[config.mk]
export PLATFORM = sky130hd
export DESIGN_NAME = refcounted_frame_pool
export DESIGN_NICKNAME = d
export VERILOG_FILES = /design/src/hdl/frp_pkg.sv /design/src/hdl/frp_ram.sv /design/src/hdl/frp_ctrl.sv /design/src/hdl/frp_datapath.sv /design/src/hdl/refcounted_frame_pool.sv
export VERILOG_INCLUDE_DIRS = /design/src /design/src/hdl
export SDC_FILE = /design/constraint.sdc
export NUM_CORES = 1
export LEC_CHECK = 0
export BUFFER_PORTS_ARGS = -buffer_cell sky130_fd_sc_hd__buf_2
export CORE_MARGIN = 1.5
export CORE_UTILIZATION = 50
export DETAILED_ROUTE_END_ITERATION = 10
export PLACE_DENSITY_LB_ADDON = 0.12
export SETUP_SLACK_MARGIN = 0.2
export SLEW_MARGIN = 20
export SYNTH_ARGS = -nofsm -noshare
export SYNTH_HDL_FRONTEND = slang
export SYNTH_HIERARCHICAL = 1
export SYNTH_SLANG_ARGS = --single-unit
[constraint.sdc]
create_clock -name clk -period 19.25 [get_ports clk]
set_input_delay 3.85 -clock clk [delete_from_list [all_inputs] [get_ports clk]]
set_output_delay 3.85 -clock clk [all_outputs]
set_load 0.02 [all_outputs]
[src/hdl/refcounted_frame_pool_defines.svh]
// Assertion macros used by the frame pool top level.
`ifndef REFCOUNTED_FRAME_POOL_DEFINES_SVH
`define REFCOUNTED_FRAME_POOL_DEFINES_SVH

// Same-cycle implication, disabled during reset.
`define FRP_ASSERT_IMPLIES(label, clk, rst, ante, cons, msg) \
  label: assert property (@(posedge clk) disable iff (rst) (ante) |-> (cons)) \
    else $error(msg);

// Next-cycle implication, disabled during reset.
`define FRP_ASSERT_NEXT(label, clk, rst, ante, cons, msg) \
  label: assert property (@(posedge clk) disable iff (rst) (ante) |=> (cons)) \
    else $error(msg);

`endif

[src/hdl/frp_pkg.sv]
// Package with the constants, codes and interface types of the frame pool.
`default_nettype none

package frp_pkg;

  localparam int POOL_DEPTH   = 32;
  localparam int ID_W         = 5;
  localparam int LEN_W        = 6;
  localparam int REF_BITS_DEF = 6;

  localparam logic [LEN_W-1:0] TALLY_MAX = '1;

  localparam logic [2:0] ACT_INIT      = 3'd0;
  localparam logic [2:0] ACT_DEC_TAKE  = 3'd1;
  localparam logic [2:0] ACT_DEC_REL   = 3'd2;
  localparam logic [2:0] ACT_HANDOVER  = 3'd3;
  localparam logic [2:0] ACT_DISP_TAKE = 3'd4;
  localparam logic [2:0] ACT_DISP_REL  = 3'd5;
  localparam logic [2:0] ACT_REQUEUE   = 3'd6;

  localparam logic [2:0] ST_OK     = 3'd0;
  localparam logic [2:0] ST_EMPTY  = 3'd1;
  localparam logic [2:0] ST_BADID  = 3'd2;
  localparam logic [2:0] ST_NEG    = 3'd3;
  localparam logic [2:0] ST_QUEUED = 3'd4;

  typedef logic [1:0] tag_t;

  localparam tag_t TAG_NONE = 2'd0;
  localparam tag_t TAG_FREE = 2'd1;
  localparam tag_t TAG_SHOW = 2'd2;

  typedef struct packed {
    logic load;
    logic exec;
  } ctrl_cmd_t;

  typedef struct packed {
    logic move_more;
  } dp_stat_t;

endpackage

`default_nettype wire

[src/hdl/frp_ram.sv]
// Generic single-write, single-read RAM with registered read data.
`default_nettype none

module frp_ram #(
  parameter int WIDTH = 8,
  parameter int DEPTH = 32,
  localparam int AW = $clog2(DEPTH)
) (
  input  logic             clk,
  input  logic             we,
  input  logic [AW-1:0]    waddr,
  input  logic [WIDTH-1:0] wdata,
  input  logic [AW-1:0]    raddr,
  output logic [WIDTH-1:0] rdata
);

  logic [WIDTH-1:0] mem [DEPTH];

  always_ff @(posedge clk) begin
    if (we) begin
      mem[waddr] <= wdata;
    end
    rdata <= mem[raddr];
  end

endmodule

`default_nettype wire

[src/hdl/frp_ctrl.sv]
// Controller state machine that sequences the frame pool actions.
`default_nettype none

module frp_ctrl (
  input  logic              clk,
  input  logic              rst,
  input  logic              start,
  input  frp_pkg::dp_stat_t stat,
  output logic              busy,
  output frp_pkg::ctrl_cmd_t cmd
);
  import frp_pkg::*;

  localparam logic [1:0] S_IDLE  = 2'd0;
  localparam logic [1:0] S_EXEC  = 2'd1;
  localparam logic [1:0] S_FETCH = 2'd2;

  logic [1:0] state;
  logic [1:0] state_next;

  always_ff @(posedge clk) begin
    if (rst) begin
      state <= S_IDLE;
    end else begin
      state <= state_next;
    end
  end

  always_comb begin
    state_next = state;
    unique case (state)
      S_IDLE: begin
        if (start) begin
          state_next = S_EXEC;
        end
      end
      S_EXEC: begin
        state_next = stat.move_more ? S_FETCH : S_IDLE;
      end
      S_FETCH: begin
        state_next = S_EXEC;
      end
      default: begin
        state_next = S_IDLE;
      end
    endcase
  end

  assign busy     = (state != S_IDLE);
  assign cmd.load = (state == S_IDLE) && start;
  assign cmd.exec = (state == S_EXEC);

endmodule

`default_nettype wire

[src/hdl/frp_datapath.sv]
// Datapath with the queues, per-frame state, tallies and result registers.
`default_nettype none

module frp_datapath #(
  parameter int REF_BITS = frp_pkg::REF_BITS_DEF
) (
  input  logic                       clk,
  input  logic                       rst,
  input  frp_pkg::ctrl_cmd_t         cmd,
  output frp_pkg::dp_stat_t          stat,
  input  logic                       cfg_write,
  input  logic [frp_pkg::LEN_W-1:0]  cfg_data,
  input  logic [2:0]                 action,
  input  logic [frp_pkg::ID_W-1:0]   frame_id,
  input  logic                       show,
  output logic                       done,
  output logic [2:0]                 status,
  output logic [frp_pkg::ID_W-1:0]   granted_id,
  output logic [frp_pkg::LEN_W-1:0]  free_count,
  output logic [frp_pkg::LEN_W-1:0]  display_count
);
  import frp_pkg::*;

  localparam logic [REF_BITS-1:0] REF_MAX = '1;
  localparam logic [LEN_W-1:0] DEPTH_LEN = LEN_W'(POOL_DEPTH);

  logic [LEN_W-1:0]    pool_frames;
  logic [2:0]          act_q;
  logic [ID_W-1:0]     id_q;
  logic                show_bit;

  logic [ID_W-1:0]     free_head;
  logic [LEN_W-1:0]    free_len;
  logic [ID_W-1:0]     show_head;
  logic [LEN_W-1:0]    show_len;
  logic [LEN_W-1:0]    free_tally;
  logic [LEN_W-1:0]    show_tally;
  logic [POOL_DEPTH-1:0] fvalid;
  logic [REF_BITS-1:0] ref_cnt [POOL_DEPTH];
  logic                shown   [POOL_DEPTH];
  tag_t                tag     [POOL_DEPTH];

  logic [ID_W-1:0]     free_rdata;
  logic [ID_W-1:0]     show_rdata;
  logic                free_we;
  logic                show_we;
  logic [ID_W-1:0]     free_tail;
  logic [ID_W-1:0]     show_tail;

  logic [LEN_W-1:0]    n_use;
  logic                id_ok;
  logic [ID_W-1:0]     free_pop_id;
  logic [ID_W-1:0]     sel;
  logic [REF_BITS-1:0] cur_cnt;
  logic [REF_BITS-1:0] cnt_inc;
  logic [REF_BITS-1:0] cnt_dec;
  logic                cur_shown;
  tag_t                cur_tag;
  logic                free_full;
  logic                show_full;
  logic                move_more;
  logic                frees;

  logic [2:0]          res_status;
  logic [ID_W-1:0]     res_granted;
  logic                free_push, free_pop, show_push, show_pop;
  logic                cnt_we, shown_we, tag_we;
  logic [REF_BITS-1:0] cnt_new;
  logic                shown_new;
  tag_t                tag_new;
  logic                ftally_up, ftally_dn, stally_up, stally_dn;
  logic                do_init, do_requeue_end;

  frp_ram #(
    .WIDTH (ID_W),
    .DEPTH (POOL_DEPTH)
  ) u_free_ram (
    .clk   (clk),
    .we    (free_we),
    .waddr (free_tail),
    .wdata (sel),
    .raddr (free_head),
    .rdata (free_rdata)
  );

  frp_ram #(
    .WIDTH (ID_W),
    .DEPTH (POOL_DEPTH)
  ) u_show_ram (
    .clk   (clk),
    .we    (show_we),
    .waddr (show_tail),
    .wdata (sel),
    .raddr (show_head),
    .rdata (show_rdata)
  );

  always_comb begin
    if (pool_frames == '0) begin
      n_use = LEN_W'(1);
    end else if (pool_frames > DEPTH_LEN) begin
      n_use = DEPTH_LEN;
    end else begin
      n_use = pool_frames;
    end
  end

  assign id_ok       = {1'b0, id_q} < n_use;
  assign free_pop_id = fvalid[free_head] ? free_rdata : free_head;
  assign free_tail   = free_head + free_len[ID_W-1:0];
  assign show_tail   = show_head + show_len[ID_W-1:0];
  assign free_full   = (free_len >= DEPTH_LEN);
  assign show_full   = (show_len >= DEPTH_LEN);
  assign move_more   = (act_q == ACT_REQUEUE) && (show_len != '0) && !free_full;

  always_comb begin
    if (act_q == ACT_DEC_TAKE) begin
      sel = free_pop_id;
    end else if ((act_q == ACT_DISP_TAKE) || (act_q == ACT_REQUEUE)) begin
      sel = show_rdata;
    end else begin
      sel = id_q;
    end
  end

  assign cur_cnt   = ref_cnt[sel];
  assign cur_shown = shown[sel];
  assign cur_tag   = tag[sel];
  assign cnt_inc   = (cur_cnt == REF_MAX) ? cur_cnt : cur_cnt + 1'b1;
  assign cnt_dec   = cur_cnt - 1'b1;

  always_comb begin
    res_status     = ST_OK;
    res_granted    = '0;
    free_push      = 1'b0;
    free_pop       = 1'b0;
    show_push      = 1'b0;
    show_pop       = 1'b0;
    cnt_we         = 1'b0;
    cnt_new        = cur_cnt;
    shown_we       = 1'b0;
    shown_new      = cur_shown;
    tag_we         = 1'b0;
    tag_new        = cur_tag;
    ftally_up      = 1'b0;
    ftally_dn      = 1'b0;
    stally_up      = 1'b0;
    stally_dn      = 1'b0;
    do_init        = 1'b0;
    do_requeue_end = 1'b0;
    frees          = 1'b0;
    unique case (act_q) inside
      ACT_INIT: begin
        do_init = 1'b1;
      end
      ACT_DEC_TAKE: begin
        if (free_len == '0) begin
          res_status = ST_EMPTY;
        end else begin
          free_pop    = 1'b1;
          res_granted = sel;
          tag_we      = 1'b1;
          tag_new     = TAG_NONE;
          cnt_we      = 1'b1;
          cnt_new     = cnt_inc;
          shown_we    = 1'b1;
          shown_new   = 1'b0;
          ftally_dn   = 1'b1;
        end
      end
      ACT_DEC_REL, ACT_DISP_REL: begin
        frees = (cur_cnt == REF_BITS'(1)) &&
                ((act_q == ACT_DISP_REL) || cur_shown);
        if (!id_ok) begin
          res_status = ST_BADID;
        end else if (cur_cnt == '0) begin
          res_status = ST_NEG;
        end else if (frees && ((cur_tag != TAG_NONE) || free_full)) begin
          res_status = ST_QUEUED;
        end else begin
          if (frees) begin
            free_push = 1'b1;
            tag_we    = 1'b1;
            tag_new   = TAG_FREE;
            ftally_up = 1'b1;
          end
          cnt_we  = 1'b1;
          cnt_new = cnt_dec;
          if (act_q == ACT_DISP_REL) begin
            shown_we  = 1'b1;
            shown_new = 1'b1;
          end
        end
      end
      ACT_HANDOVER: begin
        if (!id_ok) begin
          res_status = ST_BADID;
        end else if (show_bit) begin
          if ((cur_tag != TAG_NONE) || show_full) begin
            res_status = ST_QUEUED;
          end else begin
            show_push = 1'b1;
            tag_we    = 1'b1;
            tag_new   = TAG_SHOW;
            cnt_we    = 1'b1;
            cnt_new   = cnt_inc;
            stally_up = 1'b1;
          end
        end else if ((cur_cnt == '0) && ((cur_tag != TAG_NONE) || free_full)) begin
          res_status = ST_QUEUED;
        end else begin
          if (cur_cnt == '0) begin
            free_push = 1'b1;
            tag_we    = 1'b1;
            tag_new   = TAG_FREE;
            ftally_up = 1'b1;
          end
          shown_we  = 1'b1;
          shown_new = 1'b1;
        end
      end
      ACT_DISP_TAKE: begin
        if (show_len == '0) begin
          res_status = ST_EMPTY;
        end else begin
          show_pop    = 1'b1;
          res_granted = sel;
          tag_we      = 1'b1;
          tag_new     = TAG_NONE;
          stally_dn   = 1'b1;
        end
      end
      ACT_REQUEUE: begin
        if (move_more) begin
          show_pop  = 1'b1;
          free_push = 1'b1;
          tag_we    = 1'b1;
          tag_new   = TAG_FREE;
        end else begin
          do_requeue_end = 1'b1;
        end
      end
      default: begin
      end
    endcase
  end

  assign free_we = cmd.exec && free_push;
  assign show_we = cmd.exec && show_push;

  always_ff @(posedge clk) begin
    if (rst) begin
      pool_frames <= DEPTH_LEN;
      free_head   <= '0;
      free_len    <= DEPTH_LEN;
      show_head   <= '0;
      show_len    <= '0;
      free_tally  <= DEPTH_LEN;
      show_tally  <= '0;
      fvalid      <= '0;
      done        <= 1'b0;
      for (int i = 0; i < POOL_DEPTH; i++) begin
        ref_cnt[i] <= '0;
        shown[i]   <= 1'b0;
        tag[i]     <= TAG_FREE;
      end
    end else begin
      done <= 1'b0;
      if (cfg_write) begin
        pool_frames <= cfg_data;
      end
      if (cmd.exec) begin
        done <= !move_more;
        if (do_init) begin
          free_head  <= '0;
          free_len   <= n_use;
          show_head  <= '0;
          show_len   <= '0;
          free_tally <= n_use;
          show_tally <= '0;
          fvalid     <= '0;
          for (int i = 0; i < POOL_DEPTH; i++) begin
            ref_cnt[i] <= '0;
            shown[i]   <= 1'b0;
            tag[i]     <= (LEN_W'(i) < n_use) ? TAG_FREE : TAG_NONE;
          end
        end else begin
          if (free_pop) begin
            free_head <= free_head + 1'b1;
            free_len  <= free_len - 1'b1;
          end
          if (free_push) begin
            free_len          <= free_len + 1'b1;
            fvalid[free_tail] <= 1'b1;
          end
          if (show_pop) begin
            show_head <= show_head + 1'b1;
            show_len  <= show_len - 1'b1;
          end
          if (show_push) begin
            show_len <= show_len + 1'b1;
          end
          if (do_requeue_end) begin
            free_tally <= n_use;
            show_tally <= '0;
          end
          if (ftally_up && (free_tally != TALLY_MAX)) begin
            free_tally <= free_tally + 1'b1;
          end
          if (ftally_dn && (free_tally != '0)) begin
            free_tally <= free_tally - 1'b1;
          end
          if (stally_up && (show_tally != TALLY_MAX)) begin
            show_tally <= show_tally + 1'b1;
          end
          if (stally_dn && (show_tally != '0)) begin
            show_tally <= show_tally - 1'b1;
          end
          if (cnt_we) begin
            ref_cnt[sel] <= cnt_new;
          end
          if (shown_we) begin
            shown[sel] <= shown_new;
          end
          if (tag_we) begin
            tag[sel] <= tag_new;
          end
        end
      end
    end
  end

  always_ff @(posedge clk) begin
    if (cmd.load) begin
      act_q    <= action;
      id_q     <= frame_id;
      show_bit <= show;
    end
    if (cmd.exec && !move_more) begin
      status     <= res_status;
      granted_id <= res_granted;
    end
  end

  assign stat.move_more = move_more;
  assign free_count     = free_tally;
  assign display_count  = show_tally;

endmodule

`default_nettype wire

[src/hdl/refcounted_frame_pool.sv]
// Frame pool: an action is accepted in the idle state, then run in the execute state.
// The result strobe follows in the next cycle, in which the next start is taken.
// A requeue alternates the execute and fetch states per frame, one display queue read
// and one free queue write per frame through the registered-read queue memories.
// Reset is synchronous: all frames free, no clearing pass.
// The receiver cannot stall; each result is a single-cycle transfer.
`default_nettype none
`include "refcounted_frame_pool_defines.svh"

module refcounted_frame_pool #(
  parameter int REF_BITS = frp_pkg::REF_BITS_DEF
) (
  input  logic                      clk,
  input  logic                      rst,
  input  logic                      cfg_write,
  input  logic [frp_pkg::LEN_W-1:0] cfg_data,
  input  logic                      start,
  output logic                      busy,
  input  logic [2:0]                action,
  input  logic [frp_pkg::ID_W-1:0]  frame_id,
  input  logic                      show,
  output logic                      done,
  output logic [2:0]                status,
  output logic [frp_pkg::ID_W-1:0]  granted_id,
  output logic [frp_pkg::LEN_W-1:0] free_count,
  output logic [frp_pkg::LEN_W-1:0] display_count
);
  import frp_pkg::*;

  ctrl_cmd_t cmd;
  dp_stat_t  stat;

  frp_ctrl u_ctrl (
    .clk   (clk),
    .rst   (rst),
    .start (start),
    .stat  (stat),
    .busy  (busy),
    .cmd   (cmd)
  );

  frp_datapath #(
    .REF_BITS (REF_BITS)
  ) u_datapath (
    .clk           (clk),
    .rst           (rst),
    .cmd           (cmd),
    .stat          (stat),
    .cfg_write     (cfg_write),
    .cfg_data      (cfg_data),
    .action        (action),
    .frame_id      (frame_id),
    .show          (show),
    .done          (done),
    .status        (status),
    .granted_id    (granted_id),
    .free_count    (free_count),
    .display_count (display_count)
  );

  `FRP_ASSERT_NEXT(a_accept_busy, clk, rst, start && !busy, busy, "Accepted transfer did not raise busy.")
  `FRP_ASSERT_IMPLIES(a_done_idle, clk, rst, done, !busy, "Result strobe while still busy.")
  `FRP_ASSERT_NEXT(a_exec_done, clk, rst, cmd.exec && !stat.move_more, done, "Finished action gave no result.")
  `FRP_ASSERT_IMPLIES(a_empty_grant, clk, rst, done && (status == ST_EMPTY), granted_id == '0, "Empty take granted an id.")

endmodule

`default_nettype wire
==> results.cfg <==
[synthesis]
netlist_area_um2 = 33200
postSynth.asyncResetShare_pct = 0
synth_top_cell_area_share_pct = 56.6
syn_inst = 2577
avgSynthCellArea_um2 = 12.9
syn_nets = 2631
synth.distinct_cells = 104
ys_seq_area_share_pct = 61.7
yosys-top-cells-area = edfxtp_1 (57%), mux4_2 (7.3%), nor2_1 (5.4%)
synth_edf_count = 625
synth_seq_cells = 710
yosysWarnings = 6
yosysTopAreaCell = edfxtp_1
ys.flop_type = edfxtp_1

[sta]
worst_slack_ps = 10090
rsz0062_at_grt = no
setup_viol = 0
min_period_ps = 9160
slew_headroom_pct = 32.7
max_freq_mhz = 109
hold_viol_final = 0
setup_tns_ps = 0
worst_pin_slew_ps = 1010
final.period_utilization_pct = 47.6
fin_skew_ps = 18.7
slew_viol_final = 0

[clock_network]
htreeDepth = 3
clkSlewWorstSetupHoldPaths_ps = 60
clk_path_buf_depth = 3
clockRootBuffer = clkbuf_16
cts_setup_buffers = 0
cts_buffers = 76
clock_latency_ps = 630
cts_resized = 0
cts_tree = done
clock_sinks = 710
cts.hold.buffers_added = 0

[worst_setup_path]
rr_startpoint = u_datapath/free_head[2]
worstPathArrival_ps = 9660
crit_fanout = 59
worstSetupPathType = reg2reg
rrSetupSlack_ps = 10090
r2r-end = u_datapath/free_len[5]
timing.critical_path.from = u_datapath/free_head[2]
endpoint_kind = register
cp-start-kind = register
reg2reg_depth = 27
crit_path_end = u_datapath/free_len[5]
cp.required_ps = 19750

[global_routing]
grt_first_pass_wirelength_um = 138000
grt_pass1_vias = 22099
grt_usage_pct = 27.0
overflow = 0
antenna_found_initial = 0
grt_max_degree = 66

[cells_and_area]
fin_cells = 3499
diodes = 0
area_growth_pct = 10.9
fin_util_pct = 55.9
drive_gt1_share_pct = 15.9
fin_nets = 2628

[floorplan]
dieArea_um2 = 67900
rows = 94
core-area_um2 = 65700
dieWidth_um = 261
pin_count = 41
die_height_um = 261
initial_core_util_pct = 50.4

[flow_run]
cap_violations = 0

[worst_hold_path]
min_from = u_ctrl/state[0]
whs_path_depth = 1
min_path_type = reg2reg

[power_and_ir_drop]
ir_worst_vdd_mv = 0.0824
power.density_nw_per_um2 = 97.7
p_leak_uw = 0.0121

[placement]
dp_cells = 3360
hpwl_um = 59000
gp_congestion = 0.964
pre_cts_slack_ps = 10220
portBuffers = 40

[routing]
dr.pass1.iters = 7
wl_per_cell_um = 25.8
first_iter_violations = 2466
via_per_inst = 6.37
drc = 0
antenna_left = 0
detailroute.via_count = 22292
drt_wl_total_um = 90400

[outcome]
status = complete, no violations
[sequential cells by signal, summed over array words and instances, names as in the netlist, 2 cells and up]
register / count
u_datapath/free_count: 6
u_datapath/show_head: 5
u_datapath/u_show_ram/mem: 160
u_datapath/free_head: 5
u_datapath/display_count: 6
u_datapath/act_q: 3
u_datapath/ref_cnt: 192
u_datapath/show_len: 6
u_datapath/u_free_ram/rdata: 5
u_datapath/pool_frames: 6
u_datapath/u_show_ram/rdata: 5
u_datapath/shown: 32
u_datapath/granted_id: 5
u_datapath/tag: 64
u_datapath/u_free_ram/mem: 160
u_datapath/fvalid: 32
u_datapath/id_q: 5
u_datapath/status: 3
u_ctrl/state: 2
u_datapath/free_len: 6
[worst min-delay path by stage]
| stage | slack (ps) | to |
|---|---|---|
| floorplan | 400 | u_ctrl/state[0] |
| global placement | 410 | u_ctrl/state[0] |
| detailed placement | 440 | u_ctrl/state[0] |
| CTS | 440 | u_ctrl/state[0] |
| global route | 480 | u_ctrl/state[0] |
| finish | 440 | u_ctrl/state[0] |
[synthesized netlist by cell type, types with 7 or more instances]
library cell,number
edfxtp_1,625
nor2_1,478
nand2_1,191
mux4_2,108
clkbuf_1,94
dfxtp_1,85
mux2i_1,77
a21oi_1,70
o21ai_0,69
nand3_1,53
buf_2,50
o31ai_1,41
a22oi_1,39
mux2_2,39
inv_1,35
ha_1,31
o22ai_1,29
a31oi_1,27
nand2b_1,24
nor3_1,24
nand4_1,22
a211oi_1,16
or3_1,16
xor2_1,15
a21o_1,14
and3_1,14
nand3b_1,14
o21a_1,14
mux2_1,12
a21boi_0,11
buf_1,11
nor2b_1,11
xnor2_1,10
a222oi_1,9
o211ai_1,9
o21ai_1,9
a311oi_1,8
o221ai_1,8
or2_2,8
buf_6,7
[layout by cell type, fill, tap and decap left out, drive strengths merged, types with 10 or more instances in the layout]
cell type / count
mux4: 108
a211oi: 17
dfxtp: 85
nand2: 192
xnor2: 10
nand3b: 14
a21boi: 11
a21o: 14
a22oi: 39
a31oi: 27
mux2: 51
nor2b: 12
bufinv: 11
or2: 12
a21oi: 72
o22ai: 29
nor3: 26
mux2i: 77
ha: 31
and3: 14
xor2: 15
or3: 17
inv: 43
nor2: 480
clkbuf: 90
nand2b: 24
o21ai: 78
o31ai: 42
buf: 85
clkinv: 31
edfxtp: 625
nand3: 54
o21a: 14
nand4: 23
a311oi: 10
[where the power goes]
group          internal, uW  switching, uW
logic                  91.8            262
registers              1710           16.7
clock network           900            609
total                  2700            888
[through the flow]
stage,instance area [um^2],hold WS (ps),total power (uW)
after CTS,36800,445,3610
after detailed placement,34200,437,2110
final,36800,441,3590
after floorplan,33200,404,1980
after global placement,34200,414,2100
after global routing,36800,476,3690
[cells by family after synthesis]
logic type	Yosys count	share of synthesized area (%)
flops	710	61.7
simple gates	911	12.4
fa+ha+maj	35	1.41
xor+xnor	25	0.660
mux	236	11.4
buf+inv	205	2.73
compound gates	455	9.70
[cell type report]
| type | instances | area (um^2) |
|---|---|---|
| timing repair buffer | 85 | 538 |
| multi-input combinational | 1662 | 11900 |
| tap | 864 | 1080 |
| sequential | 710 | 20500 |
| clock inverter | 49 | 556 |
| inverter | 39 | 151 |
| clock buffer | 90 | 2020 |
| fill | 5307 | 29000 |
[worst max-delay path: stages, from the launching register on]
cell,delay (ps)
dfxtp_2,670
buf_4,560
mux2_2,400
mux4_2,500
o22ai_1,370
o21ai_1,110
buf_4,200
and2_2,430
inv_6,430
buf_4,720
mux2i_1,270
mux2_2,180
o221ai_1,100
or4b_1,650
ha_1,270
o41a_1,120
o211ai_1,210
a211oi_1,220
nor2_1,520
ha_1,340
a21o_1,190
a21oi_1,210
nor2b_1,60
o21ai_0,170
nand2b_1,110
a21boi_0,130
a211o_1,270
a311o_1,350
[routing by layer]
layer / routed length (um) / vias to the layer above / track usage (%)
met5: 0 / - / 0
met4: 3000 / 0 / 9.49
met3: 6260 / 178 / 4.21
met2: 43800 / 1003 / 44.6
met1: 37300 / 11288 / 36.4
li1: - / 9823 / -
Note: power is estimated with default switching activity, not from simulation.
